===== src/rtl/core/dbve_pkg.sv =====
`default_nettype none
// ----------------------------------------------------------------------------
// dbve_pkg
// Shared types, constants and bit-search helpers of the bit vector engine.
// ----------------------------------------------------------------------------
package dbve_pkg;

    localparam int WORD_BITS = 64;
    localparam logic [63:0] TOP_BIT  = 64'h8000000000000000;
    localparam logic [63:0] ALL_ONES = 64'hFFFFFFFFFFFFFFFF;

    typedef enum logic [2:0] {
        A_READ  = 3'd0,
        A_SET   = 3'd1,
        A_CLEAR = 3'd2,
        A_INSERT = 3'd3,
        A_NEXT  = 3'd4,
        A_PREV  = 3'd5
    } t_action;

    typedef enum logic [1:0] {
        ST_DONE  = 2'd0,
        ST_RANGE = 2'd1,
        ST_FULL  = 2'd2
    } t_status;

    typedef enum logic [1:0] {
        S_IDLE,
        S_DECODE,
        S_SCAN,
        S_FINISH
    } t_state;

    typedef struct packed {
        logic load;
        logic setup;
        logic process;
        logic rd_next;
        logic push;
    } t_cmd;

    typedef struct packed {
        logic no_mem;
        logic walk_end;
        logic out_free;
    } t_stat;

    // offset of the first set bit, offset 0 being the most significant bit
    function automatic logic [5:0] first_set(input logic [63:0] x);
        logic [7:0] nz;
        logic [2:0] sub [8];
        logic [5:0] res;
        logic [7:0] by;
        res = '0;
        for (int b = 0; b < 8; b++) begin
            by = x[63-8*b -: 8];
            nz[b] = |by;
            sub[b] = '0;
            for (int k = 7; k >= 0; k--) begin
                if (by[7-k]) sub[b] = 3'(k);
            end
        end
        for (int b = 7; b >= 0; b--) begin
            if (nz[b]) res = {3'(b), sub[b]};
        end
        return res;
    endfunction

    // offset of the last set bit
    function automatic logic [5:0] last_set(input logic [63:0] x);
        logic [7:0] nz;
        logic [2:0] sub [8];
        logic [5:0] res;
        logic [7:0] by;
        res = '0;
        for (int b = 0; b < 8; b++) begin
            by = x[63-8*b -: 8];
            nz[b] = |by;
            sub[b] = '0;
            for (int k = 0; k < 8; k++) begin
                if (by[7-k]) sub[b] = 3'(k);
            end
        end
        for (int b = 0; b < 8; b++) begin
            if (nz[b]) res = {3'(b), sub[b]};
        end
        return res;
    endfunction

endpackage
`default_nettype wire


===== src/rtl/core/dbve_ctrl.sv =====
`default_nettype none
// ----------------------------------------------------------------------------
// dbve_ctrl
// Sequencer: accept, decode, word walk and result hand-off.
// ----------------------------------------------------------------------------
module dbve_ctrl (
    input  wire logic           i_clk,
    input  wire logic           i_rst_n,
    input  wire logic           i_valid,
    output logic                o_stall,
    input  wire dbve_pkg::t_stat i_stat,
    output dbve_pkg::t_cmd      o_cmd
);

    dbve_pkg::t_state r_state, n_state;

    always_ff @(posedge i_clk) begin
        if (!i_rst_n) begin
            r_state <= dbve_pkg::S_IDLE;
        end else begin
            r_state <= n_state;
        end
    end

    always_comb begin
        n_state = r_state;
        o_cmd   = '0;
        o_stall = (r_state != dbve_pkg::S_IDLE);
        unique case (r_state)
            dbve_pkg::S_IDLE: begin
                if (i_valid) begin
                    o_cmd.load = 1'b1;
                    n_state = dbve_pkg::S_DECODE;
                end
            end
            dbve_pkg::S_DECODE: begin
                o_cmd.setup = 1'b1;
                n_state = i_stat.no_mem ? dbve_pkg::S_FINISH : dbve_pkg::S_SCAN;
            end
            dbve_pkg::S_SCAN: begin
                o_cmd.process = 1'b1;
                if (i_stat.walk_end) begin
                    n_state = dbve_pkg::S_FINISH;
                end else begin
                    o_cmd.rd_next = 1'b1;
                end
            end
            dbve_pkg::S_FINISH: begin
                if (i_stat.out_free) begin
                    o_cmd.push = 1'b1;
                    n_state = dbve_pkg::S_IDLE;
                end
            end
        endcase
    end

endmodule
`default_nettype wire


===== config.mk =====
export PLATFORM = sky130hd
export DESIGN_NAME = dbve_ctrl
export DESIGN_NICKNAME = d
export VERILOG_FILES = /design/src/rtl/core/dbve_pkg.sv /design/src/rtl/core/dbve_ctrl.sv
export SDC_FILE = /design/constraint.sdc
export NUM_CORES = 1
export LEC_CHECK = 0
export BUFFER_PORTS_ARGS = -buffer_cell sky130_fd_sc_hd__clkbuf_2
export CAP_MARGIN = 40
export CORE_AREA = 2 2 39 41
export CTS_BUF_LIST = sky130_fd_sc_hd__clkbuf_16
export CTS_CLUSTER_SIZE = 10
export DETAILED_ROUTE_END_ITERATION = 10
export DIE_AREA = 0 0 41 43
export GPL_TIMING_DRIVEN = 0
export SLEW_MARGIN = 15
export SYNTH_ARGS = -nofsm -noshare
export SYNTH_HDL_FRONTEND = slang
export SYNTH_SLANG_ARGS = --single-unit

===== constraint.sdc =====
create_clock -name i_clk -period 1.4 [get_ports i_clk]
set_input_delay 0.07 -clock i_clk [delete_from_list [all_inputs] [get_ports i_clk]]
set_output_delay 0.07 -clock i_clk [all_outputs]
set_load 0.01 [all_outputs]

==> results of run 1 <==
## power by group through the flow
stage	clock, uW	combinational, uW	sequential [uW]
2_1_floorplan	0	293	110
3_3_place_gp	0	395	117
3_5_place_dp	0	396	117
4_1_cts	438	397	116
5_1_grt	442	458	127
6_report	430	398	121
## logic make-up (layout without fill, tap and decap cells)
family	count (synthesis)	count (layout)	synth area share (%)
AO/OA/AOI/OAI	5	5	20.1
adder cells (fa/ha/maj)	5	5	25.8
buffers and inverters	5	19	8.24
flip-flops	2	2	16.5
AND/OR/NAND/NOR	9	9	29.4
## worst register-to-register path, cell delays in order (launching register included)
cell and delay (ps):
dfxtp_1 370, inv_2 90, ha_1 230, or2b_2 180, o2111ai_1 100, a221oi_2 230
## cells in the final DEF, fill, tap and decap left out, types with 2 or more instances in the layout
master and n:
inv_1 3, clkbuf_2 11, clkbuf_16 3, ha_1 4, and2b_1 2, or2b_2 2
## metrics by stage
step	setup slack (ps)	instance area (um^2)	power, uW	utilization (%)	hold slack (ps)
floorplan	86.2	243	402	-	215
global placement	47.6	318	513	23.0	324
detailed placement	45.1	318	513	23.0	319
CTS	41.3	393	952	28.4	89.9
global route	17.8	402	1030	29.0	110
finish	124	402	950	29.0	84.6
## per-layer routing
layer,GRT usage (%),part of all wire (%),up-vias
li1,-,-,119
met1,8.63,45,90
met2,8.75,43,10
met3,3.14,8.2,2
met4,8.00,3.0,0
met5,0,0,-
## path summary, 6_finish.rpt
check,cells past startpoint,startpoint,end,slack [ps]
max reg2reg,5,r_state[0],r_state[0],120
min reg2reg,2,r_state[1],r_state[1],490
min,3,i_rst_n,r_state[1],80
max,5,r_state[0],r_state[0],120
## final cells by class
type | count | area [um^2]
Timing Repair Buffer | 11 | 55.1
Clock buffer | 3 | 75.1
Sequential cell | 2 | 41.3
Inverter | 5 | 20.0
Tap cell | 16 | 20.0
Multi-Input combinational cell | 19 | 190
Fill cell | 156 | 982
==> flow_summary.toml, run 1 <==
[setup_path]
cp_cell_sequence = "inv_2, ha_1, or2b_2, o2111ai_1, a221oi_2"
cp_num_buf_inv = 1
criticalPathCategory = "reg2reg"
max_stage_delay_ps = 370
cp_slowest_cell = "dfxtp_1"
worstPathMaxFanout = 5
cp_top_family = "flip-flops"
critPathArrivalTime_ps = 1410
worstPathRequired_ps = 1530
crit_path_start_kind = "register"
endpoint_kind = "register"

[floorplanning]
die_y_um = 43
rows = 14
die_x_um = 41
core-area_um2 = 1380
initial_utilization_pct = 17.5
die-area_um2 = 1760
pin_count = 12

[timing]
fin_skew_ps = 1.32
tightest_slew_ps = 282
rsz0062_at_grt = "no"
final-hold-violation-count = 0
setup_viol = 0
max_slew_margin_pct = 81.1
finalCritPeriodShare_pct = 91.1
slew_violations = 0
setup_tns_ps = 0
max_clock_freq_mhz = 784
min_period_ps = 1280

[global_route]
antenna_found_initial = 0
gr-total-overflow = 0
first_global_vias = 215
grt_max_degree = 6
gr-usage-all-layers_pct = 7.31
grt_pass1_wl_um = 814

[synth]
post-synth-top-area-cell = "ha_1"
syn-instance-count = 26
synth.yosys.seq_area_share_pct = 16.5
ys.flop_type = "dfxtp_1"
synth_top_area_share_pct = 25.8
post-synth-top-count-cell = "ha_1"
synthArstFlopShare_pct = 0
ys_ff_latch = 2
ys_top_cells_by_area = "ha_1 26%, dfxtp_1 16%, or2b_2 7.2%"
syn_nets = 37
yosys_warnings = 0
synth_common_cells = "5 x ha_1, 4 x inv_1, 2 x and2b_1, 2 x dfxtp_1, 2 x or2b_2"
synth_area_um2 = 243
synth_edf_count = 0
synth.avg_cell_area_um2 = 9.34
synth_cell_type_count = 16

[place]
portBuffers = 11
dpl.cell_count = 53
gp_congestion = 0.675

[drt]
drtIter0Drc = 1
first_pass_iters = 2
num_vias = 221
vias_per_cell = 3.95
drcViolationCount = 0
drt_wl_total_um = 474
ant_nets = 0
drt-wirelength-per-cell_um = 8.46

[flow_run]
cap_violations = 0

[layout]
top_register = "r_state"
stdcell_count = 56
n_antenna_cell = 0
largest_reg_flops = 2
syn_to_final_growth_pct = 65.5
top_regs = "r_state (2)"
nets = 53
drive_above_1_share_pct = 62.5

[clock_network]
post-cts-setup-buffer-count = 0
cts_tree = "built"
cts_buffer_depth = 2
hold_buffers = 0
clock-root-buffer = "clkbuf_16"
ctsResizeCount = 0
cts_sinks = 2
cts.clk_slew.worst_paths_ps = 30
clock_latency_ps = 220
numCtsBuffers = 3
cts-htree-levels = 1

[pwr]
p_comb_share_pct = 41.9
p_int_uw = 636
power_switching_uw = 314
pwr-share-seq_pct = 12.8
p_clk_share_pct = 45.3
irDropWorstVdd_mv = 0.929
sw_frac_of_total_pct = 33.0
power_leakage_uw = 0.000206
p_per_area_nw_per_um2 = 2370

[outcome]
outcome = "completed"

[hold_path]
hp-class = "in2reg"
Power figures use the tool's default switching activity.
==> run 2: changes to the inputs <==
--- a/config.mk
+++ b/config.mk
@@ -5,6 +5,7 @@
 export SDC_FILE = /design/constraint.sdc
 export NUM_CORES = 1
 export LEC_CHECK = 0
+export ABC_AREA = 1
 export BUFFER_PORTS_ARGS = -buffer_cell sky130_fd_sc_hd__clkbuf_2
 export CAP_MARGIN = 40
 export CORE_AREA = 2 2 39 41
==> flow_summary.toml, run 2 <==
[outcome]
outcome = "completed"

[synth]
syn_nets = 47
yosys_warnings = 0
synth_area_um2 = 240
synth_edf_count = 0
synth_common_cells = "11 x inv_1, 7 x nand2_1, 5 x ha_1"
synth_mux_area_share_pct = 0
ys.flop_type = "dfxtp_1"
post-synth-top-area-cell = "ha_1"
synth.yosys.seq_area_share_pct = 16.7
synth.avg_cell_area_um2 = 6.67
synth_top_area_share_pct = 26.0
synth_compound_area_share_pct = 4.17
synth_fa_ha_area_share_pct = 26.0
synth_cell_type_count = 10
syn-instance-count = 36
post-synth-top-count-cell = "inv_1"
synth-simple-area-share_pct = 34.4
synth-xor-area-share_pct = 0
ys_top_cells_by_area = "ha_1 26%, inv_1 17%, dfxtp_1 17%"
ys_ff_latch = 2
synthArstFlopShare_pct = 0
synth_top_family_by_area = "simple AND/OR/NAND/NOR gates"

[clock_network]
cts_sinks = 2
clock-root-buffer = "clkbuf_16"
cts_buffer_depth = 2
hold_buffers = 0
cts.clk_slew.worst_paths_ps = 30
post-cts-setup-buffer-count = 0
cts-htree-levels = 1
clock_latency_ps = 220
numCtsBuffers = 3
cts_tree = "built"
ctsResizeCount = 0

[place]
place_area_um2 = 315
portBuffers = 11
gp_congestion = 0.702
dp_hpwl_um = 387

[global_route]
use_met2_pct = 10.0
grt_pass1_wl_um = 765
use_met1_pct = 6.39
antenna_found_initial = 0
gr-usage-all-layers_pct = 6.71
use_met3_pct = 4.71
busiest_layer = "met2"
grt_max_degree = 6
first_global_vias = 231
gr-total-overflow = 0

[layout]
syn_to_final_growth_pct = 62.5
largest_reg_flops = 2
top_regs = "r_state (2)"
nets = 63
top_register = "r_state"
final_area_um2 = 390
drive_above_1_share_pct = 40.0
n_antenna_cell = 0
mostFrequentLayoutCells = "11 x inv_1, 11 x clkbuf_2, 7 x nand2_1"

[pwr]
pwr-share-seq_pct = 12.9
power_switching_uw = 337
sw_frac_of_total_pct = 35.0
p_comb_share_pct = 43.6
p_per_area_nw_per_um2 = 2470
irDropWorstVdd_mv = 0.949
p_int_uw = 627
power_leakage_uw = 0.000255
p_clk_share_pct = 43.5

[timing]
tightest_slew_ps = 180
final-hold-violation-count = 0
max_clock_freq_mhz = 779
setup_tns_ps = 0
max_slew_margin_pct = 88.0
finalCritPeriodShare_pct = 91.7
setup_viol = 0
slew_violations = 0
rsz0062_at_grt = "no"
fin_skew_ps = 1.94
min_period_ps = 1280

[floorplanning]
pin_count = 12
die_y_um = 43
initial_utilization_pct = 17.4
die-area_um2 = 1760
die_x_um = 41
core-area_um2 = 1380
rows = 14

[drt]
drt-wirelength-per-cell_um = 6.91
drtIter0Drc = 2
first_pass_iters = 4
drt_wl_total_um = 456
ant_nets = 0
drcViolationCount = 0
num_vias = 248
vias_per_cell = 3.76

[hold_path]
hp-class = "in2reg"

[setup_path]
crit_path_start_kind = "register"
critPathArrivalTime_ps = 1210
worstPathMaxFanout = 5
worstPathRequired_ps = 1330
endpoint_kind = "output pin"
criticalPathCategory = "reg2out"

[flow_run]
cap_violations = 0
[run 2: power by group through the flow]
stage / Sequential (uW) / Combinational [uW] / Clock, uW
final: 124 / 420 / 420
after global routing: 131 / 480 / 433
after CTS: 124 / 430 / 429
after detailed placement: 125 / 430 / 0
after global placement: 123 / 417 / 0
after floorplan: 116 / 318 / 0
[run 2: stage by stage]
step / hold WS, ps / worst slack, ps / cells / power (uW) / util, %
6_report: 87.4 / 116 / 66 / 965 / 28.2
5_1_grt: 106 / 20.8 / 66 / 1040 / 28.2
4_1_cts: 87.3 / 111 / 66 / 983 / 28.2
3_5_place_dp: 309 / 169 / 63 / 555 / 22.8
3_3_place_gp: 307 / 196 / 63 / 540 / 22.8
2_1_floorplan: 202 / 241 / 36 / 434 / -
[run 2: final cells by class]
| class | instances | area, um^2 |
|---|---|---|
| Inverter | 12 | 45.0 |
| Sequential cell | 2 | 40.0 |
| Clock buffer | 3 | 75.1 |
| Timing Repair Buffer | 11 | 55.1 |
| Multi-Input combinational cell | 22 | 155 |
| Tap cell | 16 | 20.0 |
| Fill cell | 161 | 993 |
[run 2: path summary, 6_finish.rpt]
kind | startpoint | to | slack, ps | cells past startpoint
worst max-delay path | r_state[0] | o_cmd[1] | 120 | 5
worst min register to register | r_state[1] | r_state[1] | 520 | 2
worst min-delay path | i_rst_n | r_state[1] | 90 | 3
worst max register to register | r_state[0] | r_state[0] | 170 | 7
[run 2: worst max-delay path, cell delays in order, from the launching register on]
cell      delay (ps)
dfxtp_1          400
inv_1            120
ha_1             250
nand2_4           90
inv_1             40
clkbuf_2         110
[run 2: logic make-up (layout without fill, tap and decap cells)]
group           Yosys count  in the layout
flops                     2              2
simple gates             15             15
fa+ha+maj                 5              5
compound gates            2              2
buf+inv                  12             26
[run 2: routing by layer]
layer / part of all wire (%) / up-vias / routed length (um)
li1: - / 133 / -
met3: 6.1 / 0 / 28
met1: 41 / 109 / 187
met2: 53 / 6 / 240
met4: 0 / 0 / 0
met5: 0 / - / 0
